--- config.mk ---
export PLATFORM = sky130hd
export DESIGN_NAME = coap_option_stream_decoder
export DESIGN_NICKNAME = d
export VERILOG_FILES = /design/src/design/coap_osd_pkg.sv /design/src/design/coap_osd_front.sv /design/src/design/coap_osd_queue.sv /design/src/design/coap_osd_back.sv /design/src/design/coap_option_stream_decoder.sv
export VERILOG_INCLUDE_DIRS = /design/src /design/src/design
export SDC_FILE = /design/constraint.sdc
export NUM_CORES = 1
export LEC_CHECK = 0
export BUFFER_PORTS_ARGS = -buffer_cell sky130_fd_sc_hd__clkbuf_2
export CAP_MARGIN = 20
export CORE_MARGIN = 2
export CORE_UTILIZATION = 40
export CTS_CLUSTER_DIAMETER = 120
export CTS_CLUSTER_SIZE = 40
export DETAILED_ROUTE_END_ITERATION = 10
export PLACE_DENSITY_LB_ADDON = 0.2
export SETUP_SLACK_MARGIN = 0.2
export SKIP_LAST_GASP = 1
export SLEW_MARGIN = 20
export SYNTH_ARGS = -nofsm -noshare
export SYNTH_HDL_FRONTEND = slang
export SYNTH_SLANG_ARGS = --single-unit
--- constraint.sdc ---
create_clock -name clk -period 6.75 [get_ports clk]
set_input_delay 0.3375 -clock clk [delete_from_list [all_inputs] [get_ports clk]]
set_output_delay 0.3375 -clock clk [all_outputs]
set_load 0.005 [all_outputs]
--- src/design/coap_option_stream_decoder_defines.svh ---
// Assertion macros for the option stream decoder output stage.
`ifndef COAP_OPTION_STREAM_DECODER_DEFINES_SVH
`define COAP_OPTION_STREAM_DECODER_DEFINES_SVH

// Same-cycle implication, sampled on clk, off while rst_n is low.
`define COAP_OSD_ASSERT_IMP(lbl, ante, cons, msg) \
    lbl: assert property (@(posedge clk) disable iff (!rst_n) (ante) |-> (cons)) \
        else $error(msg);

// Next-cycle implication, sampled on clk, off while rst_n is low.
`define COAP_OSD_ASSERT_NXT(lbl, ante, cons, msg) \
    lbl: assert property (@(posedge clk) disable iff (!rst_n) (ante) |=> (cons)) \
        else $error(msg);

`endif

--- src/design/coap_osd_pkg.sv ---
// Shared types and constants of the CoAP option stream decoder.
`default_nettype none

package coap_osd_pkg;

    // Longest message in bytes; byte position saturates here.
    localparam int unsigned MAX_MESSAGE_BYTES = 65535;

    // Depth of the step queue between parser and output stage.
    localparam int unsigned QUEUE_DEPTH = 4;
    localparam int unsigned QUEUE_AW    = $clog2(QUEUE_DEPTH);

    // Result kinds
    localparam logic [1:0] KIND_RECORD = 2'd0;
    localparam logic [1:0] KIND_DONE   = 2'd1;
    localparam logic [1:0] KIND_ERROR  = 2'd2;

    // Error codes
    localparam logic [1:0] ERR_TRUNCATED = 2'd0;
    localparam logic [1:0] ERR_OVERRUN   = 2'd1;
    localparam logic [1:0] ERR_TOO_MANY  = 2'd2;

    // Configuration register index
    localparam logic REG_MAX_OPTIONS = 1'b0;

    // One result
    typedef struct packed {
        logic [1:0]  kind;
        logic [15:0] opt_number;
        logic [15:0] value_len;
        logic [15:0] payload_offset;
        logic [15:0] consumed_bytes;
        logic [7:0]  option_count;
        logic [1:0]  error_code;
    } res_t;

    // Results of one byte: a first result, optionally followed by done
    typedef struct packed {
        res_t        first;
        logic        then_done;
        logic [15:0] done_bytes;
    } step_t;

endpackage

`default_nettype wire

--- src/design/coap_osd_front.sv ---
// Parser front end: decodes option headers one byte per cycle, while take is high, into result steps.
`default_nettype none

module coap_osd_front (
    input  wire logic                 clk,
    input  wire logic                 rst_n,
    input  wire logic                 take,
    input  wire logic [7:0]           msg_byte,
    input  wire logic                 first_byte,
    input  wire logic                 last_byte,
    input  wire logic [7:0]           max_options,
    output logic                      step_valid,
    output coap_osd_pkg::step_t       step
);

    // Parser phase codes
    localparam logic [2:0] PH_HEADER       = 3'd0;
    localparam logic [2:0] PH_EXT_DELTA_HI = 3'd1;
    localparam logic [2:0] PH_EXT_DELTA_LO = 3'd2;
    localparam logic [2:0] PH_EXT_LEN_HI   = 3'd3;
    localparam logic [2:0] PH_EXT_LEN_LO   = 3'd4;
    localparam logic [2:0] PH_VALUE        = 3'd5;
    localparam logic [2:0] PH_STOPPED      = 3'd6;

    localparam logic [15:0] POS_LIMIT = 16'(coap_osd_pkg::MAX_MESSAGE_BYTES);
    localparam logic [15:0] EXT1_BASE = 16'd13;
    localparam logic [15:0] EXT2_BASE = 16'd269;
    localparam logic [3:0]  NIB_EXT1  = 4'd13;
    localparam logic [3:0]  NIB_EXT2  = 4'd14;

    logic [2:0]  phase_reg,  phase_next;
    logic [15:0] prev_reg,   prev_next;
    logic [15:0] delta_reg,  delta_next;
    logic [15:0] len_reg,    len_next;
    logic [3:0]  nib_reg,    nib_next;
    logic [15:0] remain_reg, remain_next;
    logic [15:0] pos_reg,    pos_next;
    logic [7:0]  seen_reg,   seen_next;

    // state as seen by this byte (cleared on first byte)
    logic [2:0]  ph;
    logic [15:0] pn, da, la, pr, bp;
    logic [3:0]  ln;
    logic [7:0]  os;

    logic [3:0]  d_nib, l_nib;
    logic        start_req;
    logic [3:0]  start_nib;
    logic        hdr_req;
    logic [15:0] hdr_len;
    logic        rec_req;
    logic [15:0] rec_len, rec_off;
    logic        fail_req;
    logic [1:0]  fail_code;
    logic [15:0] remain_dec;
    logic        emit;

    // Byte decode
    always_comb
    begin
        if (first_byte)
        begin
            ph = PH_HEADER;
            pn = '0;
            da = '0;
            la = '0;
            ln = '0;
            pr = '0;
            bp = '0;
            os = '0;
        end
        else
        begin
            ph = phase_reg;
            pn = prev_reg;
            da = delta_reg;
            la = len_reg;
            ln = nib_reg;
            pr = remain_reg;
            bp = pos_reg;
            os = seen_reg;
        end

        d_nib       = msg_byte[7:4];
        l_nib       = msg_byte[3:0];
        remain_dec  = pr - 16'd1;

        phase_next  = ph;
        prev_next   = pn;
        delta_next  = da;
        len_next    = la;
        nib_next    = ln;
        remain_next = pr;
        seen_next   = os;
        pos_next    = (bp < POS_LIMIT) ? bp + 16'd1 : bp;

        start_req = 1'b0;
        start_nib = '0;
        hdr_req   = 1'b0;
        hdr_len   = '0;
        rec_req   = 1'b0;
        rec_len   = '0;
        rec_off   = '0;
        fail_req  = 1'b0;
        fail_code = coap_osd_pkg::ERR_TRUNCATED;
        emit      = 1'b0;
        step      = '0;

        // phase step
        if (ph >= PH_STOPPED)
        begin
            emit = 1'b0;
        end
        else if (bp >= POS_LIMIT)
        begin
            fail_req  = 1'b1;
            fail_code = coap_osd_pkg::ERR_OVERRUN;
        end
        else
        begin
            case (ph)
                PH_HEADER:
                begin
                    if (msg_byte == 8'hFF)
                    begin
                        phase_next                = PH_STOPPED;
                        emit                      = 1'b1;
                        step.first.kind           = coap_osd_pkg::KIND_DONE;
                        step.first.consumed_bytes = bp;
                        step.first.option_count   = os;
                    end
                    else if (os >= max_options)
                    begin
                        fail_req  = 1'b1;
                        fail_code = coap_osd_pkg::ERR_TOO_MANY;
                    end
                    else if (d_nib == NIB_EXT1 || d_nib == NIB_EXT2)
                    begin
                        if (last_byte)
                        begin
                            fail_req  = 1'b1;
                            fail_code = coap_osd_pkg::ERR_TRUNCATED;
                        end
                        else
                        begin
                            delta_next = (d_nib == NIB_EXT1) ? EXT1_BASE : EXT2_BASE;
                            nib_next   = l_nib;
                            phase_next = (d_nib == NIB_EXT1) ? PH_EXT_DELTA_LO
                                                             : PH_EXT_DELTA_HI;
                        end
                    end
                    else
                    begin
                        delta_next = {12'd0, d_nib};
                        start_req  = 1'b1;
                        start_nib  = l_nib;
                    end
                end
                PH_EXT_DELTA_HI,
                PH_EXT_LEN_HI:
                begin
                    if (last_byte)
                    begin
                        fail_req  = 1'b1;
                        fail_code = coap_osd_pkg::ERR_TRUNCATED;
                    end
                    else if (ph == PH_EXT_DELTA_HI)
                    begin
                        delta_next = da + {msg_byte, 8'h00};
                        phase_next = PH_EXT_DELTA_LO;
                    end
                    else
                    begin
                        len_next   = la + {msg_byte, 8'h00};
                        phase_next = PH_EXT_LEN_LO;
                    end
                end
                PH_EXT_DELTA_LO:
                begin
                    delta_next = da + {8'd0, msg_byte};
                    start_req  = 1'b1;
                    start_nib  = ln;
                end
                PH_EXT_LEN_LO:
                begin
                    hdr_req = 1'b1;
                    hdr_len = la + {8'd0, msg_byte};
                end
                PH_VALUE:
                begin
                    remain_next = remain_dec;
                    if (remain_dec == 16'd0)
                    begin
                        rec_req = 1'b1;
                        rec_len = la;
                        rec_off = bp + 16'd1 - la;
                    end
                    else if (last_byte)
                    begin
                        fail_req  = 1'b1;
                        fail_code = coap_osd_pkg::ERR_OVERRUN;
                    end
                end
                default:
                begin
                    emit = 1'b0;
                end
            endcase
        end

        // length nibble: extended or plain
        if (start_req)
        begin
            if (start_nib == NIB_EXT1 || start_nib == NIB_EXT2)
            begin
                if (last_byte)
                begin
                    fail_req  = 1'b1;
                    fail_code = coap_osd_pkg::ERR_TRUNCATED;
                end
                else
                begin
                    len_next   = (start_nib == NIB_EXT1) ? EXT1_BASE : EXT2_BASE;
                    phase_next = (start_nib == NIB_EXT1) ? PH_EXT_LEN_LO : PH_EXT_LEN_HI;
                end
            end
            else
            begin
                hdr_req = 1'b1;
                hdr_len = {12'd0, start_nib};
            end
        end

        // header complete: new option number, then value, empty record, or overrun on the last byte
        if (hdr_req)
        begin
            prev_next = pn + delta_next;
            if (hdr_len == 16'd0)
            begin
                rec_req = 1'b1;
                rec_len = '0;
                rec_off = bp + 16'd1;
            end
            else if (last_byte)
            begin
                fail_req  = 1'b1;
                fail_code = coap_osd_pkg::ERR_OVERRUN;
            end
            else
            begin
                len_next    = hdr_len;
                remain_next = hdr_len;
                phase_next  = PH_VALUE;
            end
        end

        // option record, followed by done on the final byte
        if (rec_req)
        begin
            seen_next                 = os + 8'd1;
            emit                      = 1'b1;
            step.first.kind           = coap_osd_pkg::KIND_RECORD;
            step.first.opt_number     = prev_next;
            step.first.value_len      = rec_len;
            step.first.payload_offset = rec_off;
            step.first.option_count   = seen_next;
            step.then_done            = last_byte;
            step.done_bytes           = bp + 16'd1;
            phase_next                = last_byte ? PH_STOPPED : PH_HEADER;
        end

        if (fail_req)
        begin
            phase_next              = PH_STOPPED;
            emit                    = 1'b1;
            step.first.kind         = coap_osd_pkg::KIND_ERROR;
            step.first.option_count = seen_next;
            step.first.error_code   = fail_code;
        end
    end

    assign step_valid = take && emit;

    // Parser state
    always_ff @(posedge clk or negedge rst_n)
    begin
        if (!rst_n)
        begin
            phase_reg  <= PH_HEADER;
            prev_reg   <= '0;
            delta_reg  <= '0;
            len_reg    <= '0;
            nib_reg    <= '0;
            remain_reg <= '0;
            pos_reg    <= '0;
            seen_reg   <= '0;
        end
        else if (take)
        begin
            phase_reg  <= phase_next;
            prev_reg   <= prev_next;
            delta_reg  <= delta_next;
            len_reg    <= len_next;
            nib_reg    <= nib_next;
            remain_reg <= remain_next;
            pos_reg    <= pos_next;
            seen_reg   <= seen_next;
        end
    end

endmodule

`default_nettype wire

--- src/design/coap_osd_queue.sv ---
// Short step queue between the parser and the output stage.
`default_nettype none

module coap_osd_queue (
    input  wire logic                 clk,
    input  wire logic                 rst_n,
    input  wire logic                 wr_en,
    input  wire coap_osd_pkg::step_t  wr_data,
    input  wire logic                 rd_en,
    output coap_osd_pkg::step_t       rd_data,
    output logic                      full,
    output logic                      nonempty
);

    localparam int unsigned AW = coap_osd_pkg::QUEUE_AW;

    coap_osd_pkg::step_t entries_reg [coap_osd_pkg::QUEUE_DEPTH];
    logic [AW-1:0] wr_ptr_reg, rd_ptr_reg;
    logic [AW:0]   count_reg,  count_next;

    assign full     = (count_reg == (AW+1)'(coap_osd_pkg::QUEUE_DEPTH));
    assign nonempty = (count_reg != '0);
    assign rd_data  = entries_reg[rd_ptr_reg];

    // Occupancy
    always_comb
    begin
        count_next = count_reg;
        if (wr_en && !rd_en)
        begin
            count_next = count_reg + (AW+1)'(1);
        end
        else if (rd_en && !wr_en)
        begin
            count_next = count_reg - (AW+1)'(1);
        end
    end

    // Pointers
    always_ff @(posedge clk or negedge rst_n)
    begin
        if (!rst_n)
        begin
            wr_ptr_reg <= '0;
            rd_ptr_reg <= '0;
            count_reg  <= '0;
        end
        else
        begin
            if (wr_en)
            begin
                wr_ptr_reg <= (wr_ptr_reg == AW'(coap_osd_pkg::QUEUE_DEPTH - 1))
                              ? '0 : wr_ptr_reg + AW'(1);
            end
            if (rd_en)
            begin
                rd_ptr_reg <= (rd_ptr_reg == AW'(coap_osd_pkg::QUEUE_DEPTH - 1))
                              ? '0 : rd_ptr_reg + AW'(1);
            end
            count_reg <= count_next;
        end
    end

    // Storage
    always_ff @(posedge clk)
    begin
        if (wr_en)
        begin
            entries_reg[wr_ptr_reg] <= wr_data;
        end
    end

endmodule

`default_nettype wire

--- src/design/coap_osd_back.sv ---
// Output stage: unpacks queued steps into single results behind an output register.
`default_nettype none

`include "coap_option_stream_decoder_defines.svh"

module coap_osd_back (
    input  wire logic                 clk,
    input  wire logic                 rst_n,
    input  wire logic                 q_nonempty,
    input  wire coap_osd_pkg::step_t  q_data,
    output logic                      q_rd,
    input  wire logic                 pop,
    output logic                      empty,
    output coap_osd_pkg::res_t        res,
    output logic                      last_result
);

    logic                out_valid_reg;
    coap_osd_pkg::res_t  out_reg;
    logic                out_last_reg;
    logic                pending_reg;
    logic [15:0]         pending_bytes_reg;
    logic                advance;

    assign advance     = !out_valid_reg || pop;
    assign q_rd        = advance && !pending_reg && q_nonempty;
    assign empty       = !out_valid_reg;
    assign res         = out_reg;
    assign last_result = out_last_reg;

    // Control
    always_ff @(posedge clk or negedge rst_n)
    begin
        if (!rst_n)
        begin
            out_valid_reg <= 1'b0;
            pending_reg   <= 1'b0;
        end
        else if (advance)
        begin
            if (pending_reg)
            begin
                out_valid_reg <= 1'b1;
                pending_reg   <= 1'b0;
            end
            else
            begin
                out_valid_reg <= q_nonempty;
                pending_reg   <= q_nonempty && q_data.then_done;
            end
        end
    end

    // Result payload
    always_ff @(posedge clk)
    begin
        if (advance)
        begin
            if (pending_reg)
            begin
                // done after the record that ended the message
                out_reg.kind           <= coap_osd_pkg::KIND_DONE;
                out_reg.opt_number     <= '0;
                out_reg.value_len      <= '0;
                out_reg.payload_offset <= '0;
                out_reg.consumed_bytes <= pending_bytes_reg;
                out_reg.error_code     <= coap_osd_pkg::ERR_TRUNCATED;
                out_last_reg           <= 1'b1;
            end
            else if (q_nonempty)
            begin
                out_reg           <= q_data.first;
                out_last_reg      <= !q_data.then_done;
                pending_bytes_reg <= q_data.done_bytes;
            end
        end
    end

    // Checks
    `COAP_OSD_ASSERT_IMP(a_pending_has_output, pending_reg, out_valid_reg,
        "pending done without a result on the output")
    `COAP_OSD_ASSERT_IMP(a_not_last_means_pending, out_valid_reg && !out_last_reg,
        pending_reg && out_reg.kind == coap_osd_pkg::KIND_RECORD,
        "non-final result must be a record with done pending")
    `COAP_OSD_ASSERT_NXT(a_done_follows, out_valid_reg && pending_reg && pop,
        out_valid_reg && out_last_reg && out_reg.kind == coap_osd_pkg::KIND_DONE,
        "done must follow the record of the final byte")

endmodule

`default_nettype wire

--- src/design/coap_option_stream_decoder.sv ---
// Top level of the CoAP option stream decoder: config register, parser, queue, output.
//
//   channel   direction  handshake               payload
//   input     in         push / full             msg_byte, first_byte, last_byte
//   result    out        empty / pop             kind .. error_code, last_result
//   config    in         psel, penable, pwrite   paddr, pwdata, prdata (max_options)
//
// One byte is accepted per cycle unless full is high; each byte is settled in the cycle it is taken.
// A byte yielding a record and done gives two results, so the result side limits
// throughput; the four-entry step queue absorbs that, and full rises only when it fills.
// A result passes through the step queue and then the output register to the ports.
// Reset clears the parser to header start and sets max_options to 16; no clearing pass.
`default_nettype none

module coap_option_stream_decoder (
    input  wire logic        clk,
    input  wire logic        rst_n,
    // input bytes
    input  wire logic        push,
    output logic             full,
    input  wire logic [7:0]  msg_byte,
    input  wire logic        first_byte,
    input  wire logic        last_byte,
    // results
    input  wire logic        pop,
    output logic             empty,
    output logic [1:0]       kind,
    output logic [15:0]      opt_number,
    output logic [15:0]      value_len,
    output logic [15:0]      payload_offset,
    output logic [15:0]      consumed_bytes,
    output logic [7:0]       option_count,
    output logic [1:0]       error_code,
    output logic             last_result,
    // configuration
    input  wire logic        psel,
    input  wire logic        penable,
    input  wire logic        pwrite,
    input  wire logic [2:0]  paddr,
    input  wire logic [31:0] pwdata,
    output logic [31:0]      prdata,
    output logic             pready
);

    logic                 take;
    logic                 step_valid;
    coap_osd_pkg::step_t  step;
    coap_osd_pkg::step_t  q_data;
    logic                 q_rd;
    logic                 q_nonempty;
    coap_osd_pkg::res_t   res;
    logic [7:0]           max_options_reg;
    logic                 reg_index;
    logic                 cfg_write;

    // Configuration register
    assign pready    = 1'b1;
    assign reg_index = paddr[2];
    assign cfg_write = psel && penable && pwrite && pready;
    assign prdata    = (reg_index == coap_osd_pkg::REG_MAX_OPTIONS)
                       ? {24'd0, max_options_reg} : 32'd0;

    always_ff @(posedge clk or negedge rst_n)
    begin
        if (!rst_n)
        begin
            max_options_reg <= 8'd16;
        end
        else if (cfg_write && reg_index == coap_osd_pkg::REG_MAX_OPTIONS)
        begin
            max_options_reg <= pwdata[7:0];
        end
    end

    // Input request taken
    assign take = push && !full;

    coap_osd_front u_front (
        .clk         (clk),
        .rst_n       (rst_n),
        .take        (take),
        .msg_byte    (msg_byte),
        .first_byte  (first_byte),
        .last_byte   (last_byte),
        .max_options (max_options_reg),
        .step_valid  (step_valid),
        .step        (step)
    );

    coap_osd_queue u_queue (
        .clk      (clk),
        .rst_n    (rst_n),
        .wr_en    (step_valid),
        .wr_data  (step),
        .rd_en    (q_rd),
        .rd_data  (q_data),
        .full     (full),
        .nonempty (q_nonempty)
    );

    coap_osd_back u_back (
        .clk         (clk),
        .rst_n       (rst_n),
        .q_nonempty  (q_nonempty),
        .q_data      (q_data),
        .q_rd        (q_rd),
        .pop         (pop),
        .empty       (empty),
        .res         (res),
        .last_result (last_result)
    );

    // Result ports
    assign kind           = res.kind;
    assign opt_number     = res.opt_number;
    assign value_len      = res.value_len;
    assign payload_offset = res.payload_offset;
    assign consumed_bytes = res.consumed_bytes;
    assign option_count   = res.option_count;
    assign error_code     = res.error_code;

endmodule

`default_nettype wire

# Word level (Yosys, flattened, before mapping)
# Memories as Yosys holds them, arrays and structs flattened.
# Cells that the tools add are included.
# classes
bitwise	2
n_lt_le_gt_ge	4
n_eq_ne	13
n_reduce_logical	28
add_sub_neg	13
mux	164
# op_table
cell	n
two-way mux 16 bit	50
two-way mux 24 bit	4
two-way mux 76 bit	1
two-way mux 3 bit	21
two-way mux 4 bit	13
two-way mux 50 bit	1
adder 16 bit	3
one-hot mux 16 bit (3 select lines)	1
two-way mux 1 bit	42
two-way mux 2 bit	18
adder 16 x 8 -> 16 bit	2
logical NOT 16 bit	2
two-way mux 8 bit	4
two-way mux 9 bit	2
two-way mux 17 bit	1
adder 16 x 1 -> 16 bit, second input constant	1
equality test 4 bit, second input constant	4
greater-or-equal comparator 16 bit, second input constant	1
less-than comparator 16 bit, second input constant	1
subtractor 16 x 1 -> 16 bit, second input constant	1
subtractor 16 bit	1
logical AND 1 bit	10
two-way mux 10 bit	1
equality test 3 bit, second input constant	3
24 further kinds	36
# totals
memories	1
wordCells	248
register_bits	205
in_bits	52
mem_bits_rw	372
output_inout_bits	112
# mem_list
memory	words	width	read_ports	rd_ports_with_merged_regs	wr	line_no	text
u_queue.entries_reg	4	93	1	0	1	coap_osd_queue.sv:17	coap_osd_pkg::step_t entries_reg [coap_osd_pkg::QUEUE_DEPTH];

# Longest topological paths before layout
# Gate-level depths: netlist of the first run.
# logic_depth
ltp_word	22
ltp_mapped	29
depth_no_buf	23

# Hierarchy
# Synthesis of the first run repeated with hierarchy kept, for this count alone.
# hier_totals
hier_cells	2234
area_unflattened_um2	28940.3
# modules_own_cells
module	area_per_inst_um2	instances	cells_per_inst
coap_osd_queue	13880.8	1	523
coap_osd_front	11011.8	1	1471
coap_osd_back	3460.8	1	187
coap_option_stream_decoder	586.8	1	53

# Worst setup path after synthesis of the first run
# OpenSTA, ideal clock, no wires.
# synth_timing
path_type	input to register
startpoint	input port first_byte
endpoint	memory u_queue.entries_reg[2][0] (netlist name) (enable)
cell_stages	18
arrival_ns	6.577
required_time_ns	6.288
slack_ns	-0.289
setup_time_ns	0.462
cell_sequence	buf_4 buf_2 buf_2 clkbuf_1 clkbuf_1 buf_1 nor2b_1 ha_1 fa_1 a211oi_2 o21ai_2 a31oi_4 or3_4 xnor2_2 o41ai_4 a31oi_4 a311oi_4 and2_1
# synth_between
elab_chain_len	19
word_cells_on_any_way	69
classes_between	add/sub: 2; order compare: 3; eq/ne: 7; mux: 51; reduce/logical: 6
# synth_rtl
item	line_no	text
start: declaration	coap_option_stream_decoder.sv:22	input wire logic first_byte,
two-way mux 8 bit	coap_osd_front.sv:61	if (first_byte)
greater-or-equal comparator 8 bit	coap_osd_front.sv:132	else if (os >= max_options)
two-way mux 4 bit	coap_osd_front.sv:132	
two-way mux 4 bit	coap_osd_front.sv:124	if (msg_byte == 8'hFF)
one-hot mux 4 bit (2 select lines)	coap_osd_front.sv:121	case (ph)
two-way mux 4 bit	coap_osd_front.sv:114	else if (bp >= POS_LIMIT)
two-way mux 4 bit	coap_osd_front.sv:110	if (ph >= PH_STOPPED)
equality test 4 bit	coap_osd_front.sv:214	if (start_nib == NIB_EXT1 || start_nib == NIB_EXT2)
[... 4 more ...]	-	
two-way mux 1 bit	coap_osd_front.sv:238	if (hdr_len == 16'd0)
two-way mux 1 bit	coap_osd_front.sv:235	if (hdr_req)
two-way mux 1 bit	coap_osd_front.sv:258	if (rec_req)
two-way mux 1 bit *	coap_osd_front.sv:272	if (fail_req)
logical AND 1 bit *	coap_osd_front.sv:282	assign step_valid = take && emit;
via step_valid	coap_option_stream_decoder.sv:46	logic step_valid;
two-way mux 1 bit *	coap_osd_queue.sv:67	if (wr_en)
two-way mux 1 bit (implied by the code) *	coap_osd_queue.sv:69	entries_reg[wr_ptr_reg] <= wr_data;
end: declaration	coap_osd_queue.sv:17	
# The timed path passes the listed nets; every way through them passes the cells marked *.

==> summary.md, run 1 <==
| Metric | Value |
|---|---|
| First-pass GRT wire length | `108,000 µm` |
| Gr busiest metal | `met2` |
| Layout cells sized above 1 | `15.7%` |
| CTS Buffer Depth | `3` |
| Hold crit path type | `input pin to async pin` |
| Status | `completed` |
| Vias in the first global route | `approximately 18k` |
| Critical path's largest stage delay | `0.53 ns` |
| Power per Cell Area | `382 nW/µm²` |
| WS Path Type | `register to register` |
| Max-slew violation count | `0` |
| Starting Density | `40.5%` |
| HPWL after detailed placement | `~47,000 µm` |
| Worst clock skew | `0.0257 ns` |
| Final setup fails | `0` |
| Post-Syn Instances | `between 2k and 2.5k` |
| Largest net degree at the start of global routing | `74` |
| CP cell instances | `nor2b_1, inv_1, ha_1, nand2b_1, a2111oi_2, o21ai_1, or2b_1, o22a_1, a21oi_1, o21ai_0, fa_1, a21o_1, a21oi_1, nor2b_1, o41ai_1, o211ai_1, a31o_2, a21oi_1, xnor2_1, mux2i_1, nor2_1` |
| Worst-path clk slew | `0.14 ns` |
| GR Util met1 | `26.4%` |
| Largest register FFs | `372` |
| CP Capture Type | `register` |
| R2R Setup Slk | `~0.88 ns` |
| Die height | `approximately 270 µm` |
| Total iterations of the first detailed-routing run | `5` |
| Ys Warns | `0` |
| Met3 usage | `1.93%` |
| Inserted Diodes | `0` |
| Syn avg cell area | `~13 µm²` |
| I/O Pins | `between 150 and 200` |
| Vias | `18.1k` |
| Routed len/inst | `21.7 µm` |
| Die footprint | `73,100 µm²` |
| Final #Nets | `2,401` |
| Worst-path fanout max | `7` |
| Final wirelength | `69,800 µm` |
| Total CTS buffers | `20` |
| Yosys top cell area share | `49.2%` |
| Setup tns final | `0 ns` |
| Placer Congestion | `slightly below 0.9` |
| Distinct cells, synth | `96` |
| Worst slew margin | `31.9%` |
| RSZ-0062 raised after global routing | `false` |
| Worst path most repeated cell | `a21oi_1` |
| Max cap viols | `0` |
| CTS tree | `yes` |
| Post-synth EDFFs | `465` |
| GRT Resource Usage Total | `18.9%` |
| Min Hold Slack | `0.151 ns` |
| Met2 usage | `31.4%` |
| #FFs+latches synth | `a little under 600` |
| FP Rows | `97` |
| Hold Vio Cnt, Final | `0` |
| Synth Cell Area | `28,400 µm²` |
| Final worst setup slack | `just under 0.9 ns` |
| Post-synth top flop | `edfxtp_1` |
| CTS Sinks | `577` |
| Worst-margin pin slew | `1.02 ns` |
| Dpl ws | `0.590 ns` |
| Starting DRT DRC Count | `1,497` |
| Critical path arrival | `6.27 ns` |
| GR Overflow Total | `0` |
| Leading post-synthesis cells by cell area | `edfxtp_1 49%, dfrtp_1 9.8%, mux4_2 7.4%` |
| Leak pwr | `11.4 nW` |
| CTS Root Cell | `clkbuf_16` |
| Async set-reset flop share out of synthesis | `19.4%` |
| Seq/Total Area, Yosys | `59.1%` |
| Area leader, netlist | `edfxtp_1` |
| Worst VDD drop | `298 µV` |
| Area Overhead vs Synth | `8.70%` |
| Max Freq | `around 170 MHz` |
| Min cycle time layout | `5.87 ns` |
| Final period util | `just under 90%` |
| DR DRC count | `0` |
| Number of vias per cell | `5.63` |
| Port buffer count | `112` |
| Clock latency on the worst-skew pair | `0.60 ns` |
| Chip width | `270 µm` |
| Worst Path Required | `7.15 ns` |
| Core outline area | `between 70,000 and 80,000 µm²` |
| Initial antenna violation count | `0` |
| DRT antenna net count | `0` |
| H-tree levels | `1` |
| Slowest CP cell | `fa_1` |
| CP Launch Type | `register` |
cell usage in the layout, fill, tap and decap left out, types with 11 or more instances in the layout:
cell       count
and3_1        16
conb_1        25
inv_1         49
o21ai_0       97
o22a_1        13
nand2b_1      11
a22o_1        42
o21a_1        11
xnor2_1       46
o21ai_1       11
clkbuf_16     21
buf_4         36
clkbuf_2     110
o211ai_1      14
nand2_1      179
a21o_1        31
ha_1          77
nor2_1       166
a31oi_1       20
dfrtp_1      109
nand3_1       52
nor3_1        60
nor2b_1       52
a21oi_1       86
and2_1        76
nand4_1       19
a22oi_1       11
mux2_2        18
xor2_1        32
edfxtp_1     465
mux4_2        93
Yosys cell counts (all sizes together) (12+ instances only):
cell    number
ha          77
mux4        93
dfrtp      111
a21o        31
xnor2       47
nand4       19
buf         64
a21oi       90
mux2        18
nand2b      12
o22a        13
clkbuf      71
edfxtp     465
nor2       170
o21ai      112
a22o        42
nor3        61
a31oi       22
xor2        32
o211ai      14
and3        16
nand2      180
nor2b       53
inv         50
and2        80
nor4        16
nand3       53
what timing repair did:
item,4_1_cts,5_1_grt
endpoints found under the hold margin,26,0
hold buffers,10,0
endpoints found under the setup margin,0,4
resized for setup,0,1
buffers inserted,0,0
final timing paths:
| check | start | to | depth (start not counted) |
|---|---|---|---|
| worst max register to register | u_front.seen_reg[0] | u_queue.entries_reg[3][89] | 21 |
| worst min-delay path | rst_n | u_front.prev_reg[5] | 2 |
| max in group asynchronous | rst_n | u_queue.rd_ptr_reg[0] | 3 |
| worst min register to register | u_front.delta_reg[5] | u_front.delta_reg[5] | 2 |
| min in group clk | push | u_queue.wr_ptr_reg[0] | 5 |
| worst max-delay path | u_front.seen_reg[0] | u_queue.entries_reg[3][89] | 21 |
cell type report:
class	instances	area [µm²]
clock buffers	28	552
inverters	51	194
well taps	940	1180
flip-flops and latches	577	16800
clock inverters	7	144
multi-input cells	1450	10900
repair buffers	165	1100
fillers	6493	39300
where the power goes:
group / switching (W) / internal (W) / total (W) / leakage, nW
combinational: 0.00255 / 0.00191 / 0.00445 / 5.25
sequential: 0.000562 / 0.00498 / 0.00555 / 5.82
clock: 0.00112 / 0.000658 / 0.00177 / 0.329
total: 0.00423 / 0.00755 / 0.0118 / 11.4
routing by layer:
layer	share of wire, %	vias to the layer above
li1	-	8371
met1	44	9150
met2	48	513
met3	5.0	77
met4	2.9	0
met5	0	-
logic make-up (layout without fill, tap and decap cells):
family | Yosys count | count (layout) | share of synthesized area, %
DFF | 577 | 577 | 59.1
adders and majority gates | 85 | 85 | 3.92
xor gates and xnor gates | 79 | 79 | 2.46
muxes | 121 | 121 | 8.45
buffers and inverters | 186 | 251 | 2.97
AOI/OAI and AO/OA | 434 | 434 | 10.7
other | 2 | 25 | 0.0265
and+or+nand+nor | 706 | 706 | 12.4
critical path, delay by kind of cell (launching register included):
family	cells	cell delay [ns]
buffers and inverters	1	0.13
flip-flops	1	0.42
adder cells (fa/ha/maj)	2	0.83
XOR/XNOR	1	0.19
AO/OA/AOI/OAI	11	2.84
AND/OR/NAND/NOR	5	1.16
multiplexers	1	0.13
metrics by stage:
stage | power [W] | area, µm² | utilization, % | instances
after floorplan | 0.00862 | 28500 | - | 2213
after global placement | 0.0101 | 30100 | 42.8 | 3173
after detailed placement | 0.0101 | 30100 | 42.8 | 3173
after CTS | 0.0119 | 30800 | 44.0 | 3218
after global routing | 0.0125 | 30900 | 44.0 | 3218
final | 0.0118 | 30900 | 44.0 | 3218
Note: power is estimated with default switching activity, not from simulation.
==> run 2: changes to the inputs <==
--- a/config.mk
+++ b/config.mk
@@ -8,6 +8,7 @@
 export LEC_CHECK = 0
 export BUFFER_PORTS_ARGS = -buffer_cell sky130_fd_sc_hd__clkbuf_2
 export CAP_MARGIN = 20
+export CORE_ASPECT_RATIO = 0.5
 export CORE_MARGIN = 2
 export CORE_UTILIZATION = 40
 export CTS_CLUSTER_DIAMETER = 120
==> run 2 against run 1 <==
  * Flip-flop and latch count unchanged
  * Combinational power increased by 3%
  * Global-route usage increased by 0.47 points
  * Sequential share of layout area increased by 0.16 points
==> summary.md, run 2 (synthesis results as in run 1) <==
| Metric | Value |
|---|---|
| Worst-path fanout max | `11` |
| Final worst setup slack | `0.768 ns` |
| R2R Path Start | `u_front.seen_reg[0]` |
| First-pass GRT wire length | `109,000 µm` |
| Final wirelength | `71,700 µm` |
| Most frequent cells in the layout | `465 x edfxtp_1, 179 x nand2_1, 166 x nor2_1` |
| Worst slew margin | `between 10% and 20%` |
| Vias | `around 18k` |
| DR DRC count | `0` |
| Clock latency on the worst-skew pair | `0.62 ns` |
| Commonest non-fill, non-tap cell in the layout | `edfxtp_1` |
| Largest register FFs | `372` |
| Final period util | `88.6%` |
| Total iterations of the first detailed-routing run | `7` |
| Power per Cell Area | `approximately 380 nW/µm²` |
| Chip width | `381 µm` |
| Max Freq | `167 MHz` |
| Die height | `approximately 190 µm` |
| CTS Sinks | `577` |
| Die footprint | `73,200 µm²` |
| Critical path's largest stage delay | `slightly below 0.6 ns` |
| Area Overhead vs Synth | `8.38%` |
| CP Launch Point | `u_front.seen_reg[0]` |
| Post-CTS Setup Bufs | `0` |
| Starting Density | `40.8%` |
| CP Capture Type | `register` |
| Core outline area | `69,600 µm²` |
| CTS tree | `yes` |
| Worst path most repeated cell | `a21oi_1` |
| Status | `completed` |
| Max-slew violation count | `0` |
| Min cycle time layout | `5.98 ns` |
| Largest net degree at the start of global routing | `77` |
| Dpl ws | `0.675 ns` |
| H-tree levels | `1` |
| Worst Path Required | `approximately 7.2 ns` |
| Critical path arrival | `about 6.4 ns` |
| FP Rows | `a little under 70` |
| Vias in the first global route | `17.7k` |
| I/O Pins | `164` |
| Final setup fails | `0` |
| Setup tns final | `0 ns` |
| WP buf/inv | `2` |
| GRT Resource Usage Total | `19.4%` |
| Worst VDD drop | `307 µV` |
| Hold crit path type | `input pin to register` |
| Worst clock skew | `between 0.03 and 0.04 ns` |
| Number of vias per cell | `approximately 5.6` |
| Worst-margin pin slew | `1.21 ns` |
| Port buffer count | `112` |
| CP cell instances | `nor2b_1, inv_1, ha_1, nand2b_1, a2111oi_2, o21ai_1, buf_4, or2b_1, o22a_1, a21oi_1, o21ai_0, fa_1, a21o_1, a21oi_1, nor2b_1, o41ai_1, o211ai_1, a31o_2, a21oi_1, xnor2_1, mux2i_1, nor2_1` |
| Placer Congestion | `0.909` |
| CTS Buffer Depth | `3` |
| Max cap viols | `0` |
| GR Overflow Total | `0` |
| RSZ-0062 raised after global routing | `false` |
| Routed len/inst | `22.2 µm` |
| Layout cells sized above 1 | `15.6%` |
| Starting DRT DRC Count | `about 1.5k` |
| CTS Root Cell | `clkbuf_16` |
| Worst Hold Launch | `first_byte` |
| Inserted Diodes | `0` |
| Hold Vio Cnt, Final | `0` |
| Slowest CP cell | `o41ai_1` |
| WS Path Type | `register to register` |
| Delay-heaviest family, CP | `compound AO/OA/AOI/OAI gates` |
| HPWL after detailed placement | `48,300 µm` |
| DRT antenna net count | `0` |
| Final #Nets | `roughly 2.4k` |
| Initial antenna violation count | `1` |
| Worst-path clk slew | `0.16 ns` |
| Total CTS buffers | `18` |
| Finished Core Util | `44.2%` |
| Min Hold Slack | `0.161 ns` |
| Leak pwr | `11.4 nW` |
| CP Launch Type | `register` |
==> run 2: cell types whose count changed in the layout (fill, tap and decap cells not counted) <==
cell,change
a21oi_1,+1
clkbuf_1,+5
clkbuf_16,-3
buf_4,+5
bufinv_16,-1
clkinv_4,-1
nand2b_2,+1
buf_12,+1
nand2b_1,-1
inv_6,-1
clkinv_16,-1
a21oi_2,-1
inv_16,-1
==> run 2: cell type report <==
type                    instances  area, µm²
well taps                     945       1180
repair buffers                171       1160
fillers                      6452      38800
clock inverters                 2       46.3
flip-flops and latches        577      16800
clock buffers                  30        495
multi-input cells            1450      10900
inverters                      51        194
==> run 2: metal layers <==
layer,vias to the layer above,global-route usage (%),share of wire (%)
met2,426,31.6,47
met3,84,2.50,4.6
li1,8368,-,-
met5,-,0,0
met1,9206,27.8,47
met4,0,4.59,2.4
==> run 2: power by group <==
group	switching (W)	internal, W	total (W)	leakage, nW
registers	0.000539	0.00498	0.00552	5.82
clock network	0.00106	0.000529	0.00159	0.254
logic	0.00266	0.00194	0.00459	5.29
==> run 2: final timing paths <==
check | end | slack (ns) | cells after the start
max | u_queue.entries_reg[0][89] | 0.77 | 22
min | u_front.seen_reg[7] | 0.16 | 3
max reg2reg | u_queue.entries_reg[0][89] | 0.77 | 22
min reg2reg | u_front.delta_reg[5] | 0.48 | 2
max in group asynchronous | u_front.delta_reg[5] | 5.04 | 3
min in group asynchronous | u_front.seen_reg[5] | 0.35 | 2
==> run 2: what timing repair did <==
| item | in CTS | in global routing |
|---|---|---|
| hold buffers | 10 | 0 |
| gates resized for setup | 0 | 0 |
| endpoints found under the setup margin | 0 | 0 |
| endpoints found under the hold margin | 63 | 0 |
==> run 2: tightest hold or removal path: cells and delay by family <==
kind	cells	cell delay (ns)
compound gates	1	0.05
buf+inv	1	0.19
simple gates	1	0.14
==> run 2: through the flow <==
step | power (W) | instance area [µm²] | std cells
3_3_place_gp | 0.0102 | 30100 | 3184
3_5_place_dp | 0.0103 | 30100 | 3184
5_1_grt | 0.0124 | 30800 | 3226
4_1_cts | 0.0118 | 30800 | 3226
6_report | 0.0117 | 30800 | 3226
2_1_floorplan | 0.00862 | 28500 | 2213
==> run 3: changes to the inputs <==
--- a/config.mk
+++ b/config.mk
@@ -6,14 +6,15 @@
 export SDC_FILE = /design/constraint.sdc
 export NUM_CORES = 1
 export LEC_CHECK = 0
-export BUFFER_PORTS_ARGS = -buffer_cell sky130_fd_sc_hd__clkbuf_2
 export CAP_MARGIN = 20
 export CORE_ASPECT_RATIO = 0.5
 export CORE_MARGIN = 2
 export CORE_UTILIZATION = 40
+export CTS_BUF_LIST = sky130_fd_sc_hd__clkbuf_4 sky130_fd_sc_hd__clkbuf_8
 export CTS_CLUSTER_DIAMETER = 120
 export CTS_CLUSTER_SIZE = 40
 export DETAILED_ROUTE_END_ITERATION = 10
+export DONT_BUFFER_PORTS = 1
 export PLACE_DENSITY_LB_ADDON = 0.2
 export SETUP_SLACK_MARGIN = 0.2
 export SKIP_LAST_GASP = 1
==> run 3 against run 2 <==
  * Flip-flop and latch count is the same
  * Clock-buffer cell count did not move
  * Total power decreased by 4.4%
  * Register-to-register slack about the same
  * Routed wire length is 0.40% lower
  * Critical path depth grew 1
  * Combinational power shrank 8.3%
  * Largest power group unchanged
  * Clock power is 14% lower
  * Core utilization fell by 1.0 points
  * Via count is 2.7% lower
  * Die area is the same
  * Cell area fell by 2.3%
==> summary.md, run 3 (synthesis results as in run 1) <==
| Metric | Value |
|---|---|
| Status | `completed` |
| I/O Pins | `164` |
| HPWL after detailed placement | `46,200 µm` |
| CTS tree | `yes` |
| WP buf/inv | `2` |
| WS Path Type | `register to register` |
| Placer Congestion | `0.886` |
| First-pass GRT wire length | `109,000 µm` |
| Worst-path clk slew | `0.25 ns` |
| CP cell instances | `nor2b_1, inv_1, ha_1, nand2b_1, a2111oi_2, o21ai_2, or2b_1, o22a_1, a21oi_1, inv_1, o21ai_0, o21ai_0, ha_1, a21o_1, a21o_1, a21oi_1, a21oi_1, a31oi_1, o21ai_0, a31o_2, a21oi_2, xnor2_1, nor2_1` |
| Clock latency on the worst-skew pair | `0.72 ns` |
| DR DRC count | `0` |
| CP Launch Type | `register` |
| Post-CTS Setup Bufs | `0` |
| Final wirelength | `71,400 µm` |
| Inserted Diodes | `0` |
| Leak pwr | `10.8 nW` |
| Hold crit path type | `input pin to register` |
| GR Overflow Total | `0` |
| Port buffer count | `0` |
| Commonest non-fill, non-tap cell in the layout | `edfxtp_1` |
| Total iterations of the first detailed-routing run | `5` |
| # fillers | `approximately 6.4k` |
| Worst clock skew | `0.0754 ns` |
| CP Capture Type | `register` |
| Delay-heaviest family, CP | `compound AO/OA/AOI/OAI gates` |
| Largest register FFs | `between 300 and 400` |
| CTS Buffer Depth | `3` |
| Routed len/inst | `22.9 µm` |
| Worst Path Required | `a little over 7 ns` |
| Slowest CP cell | `dfrtp_1` |
| Largest net degree at the start of global routing | `113` |
| Die height | `192 µm` |
| Most frequent cells in the layout | `465 x edfxtp_1, 179 x nand2_1, 166 x nor2_1` |
| GRT Resource Usage Total | `roughly a fifth` |
| Total CTS buffers | `18` |
| Max Freq | `167 MHz` |
| Final setup fails | `0` |
| Max-slew violation count | `0` |
| Chip width | `381 µm` |
| Worst slew margin | `a little under a third` |
| Min cycle time layout | `about 6.0 ns` |
| Finished Core Util | `a little over two fifths` |
| Core outline area | `69,600 µm²` |
| Critical path arrival | `6.50 ns` |
| Worst-margin pin slew | `1.04 ns` |
| H-tree levels | `1` |
| Worst-path fanout max | `11` |
| Final period util | `88.5%` |
| Vias in the first global route | `17.2k` |
| Power per Cell Area | `between 300 and 400 nW/µm²` |
| Layout cells sized above 1 | `11.1%` |
| FP Rows | `68` |
| DRT antenna net count | `0` |
| Worst VDD drop | `355 µV` |
| Critical path's largest stage delay | `0.48 ns` |
| Vias | `between 15k and 20k` |
| Max cap viols | `0` |
| Initial antenna violation count | `0` |
| CTS Root Cell | `clkbuf_8` |
| CTS Sinks | `roughly 580` |
| Final #Nets | `2,289` |
| Hold Vio Cnt, Final | `0` |
| FF/Latch Area | `16,800 µm²` |
| Setup tns final | `0 ns` |
| Area Overhead vs Synth | `5.89%` |
| RSZ-0062 raised after global routing | `false` |
| Starting Density | `approximately two fifths` |
| Number of vias per cell | `about 5.7` |
| Starting DRT DRC Count | `1,612` |
| Die footprint | `73,200 µm²` |
| Footprint of the multi-input gates | `~11,000 µm²` |
## run 3: worst register-to-register path: cells and delay by family (launching register included)
kind                     cells  cell delay (ns)
AO/OA/AOI/OAI               14             3.32
XOR/XNOR                     1             0.10
adder cells (fa/ha/maj)      2             0.68
buffers and inverters        2             0.17
flip-flops                   1             0.48
AND/OR/NAND/NOR              4             1.02
## run 3: layer usage
metal,wire length [µm],vias up,part of all wire [%],global-route usage (%)
met3,2740,61,3.8,2.36
met4,1170,0,1.6,3.19
met5,0,-,0,0
li1,-,8135,-,-
met2,33500,370,47,31.5
met1,34000,9032,48,28.2
## run 3: power breakdown
part	switching [W]	internal, W
registers	0.000619	0.00499
clock network	0.00103	0.000332
logic	0.00247	0.00174
## run 3: repair_timing
item	4_1_cts	5_1_grt
endpoints found under the setup margin	0	9
gates resized for setup	0	3
hold endpoints to repair	222	0
hold buffers	25	0
## run 3: final timing paths
check,from,endpoint,slack (ns),depth (start not counted)
min,last_byte,u_front.len_reg[6],0.08,3
min reg2reg,u_front.prev_reg[5],u_front.prev_reg[5],0.50,2
max in group asynchronous,rst_n,u_queue.rd_ptr_reg[1],5.98,2
min in group asynchronous,rst_n,u_front.seen_reg[0],0.23,2
max,u_front.seen_reg[0],u_queue.entries_reg[0][90],0.78,23
max reg2reg,u_front.seen_reg[0],u_queue.entries_reg[0][90],0.78,23
## run 3: final cells by class
| class | count | share of cell area, % |
|---|---|---|
| clock buffer | 30 | 1.12 |
| clock inverter | 2 | 0.129 |
| inverter | 51 | 0.645 |
| multi-input combinational | 1450 | 36.4 |
| sequential | 577 | 55.8 |
| tap | 945 | 3.93 |
| timing repair buffer | 55 | 1.99 |
## run 3: per-stage QoR
step / instances / cell area [µm²] / total power (W) / hold WS (ns) / setup slack, ns
global route: 3110 / 30100 / 0.0119 / 0.0428 / 0.314
finish: 3110 / 30100 / 0.0112 / 0.0813 / 0.777
global placement: 3053 / 29400 / 0.00989 / 0.0517 / 0.728
detailed placement: 3053 / 29400 / 0.00993 / 0.0524 / 0.593
CTS: 3110 / 30000 / 0.0113 / 0.00537 / 0.517
floorplan: 2213 / 28500 / 0.00862 / 0.0419 / 0.724
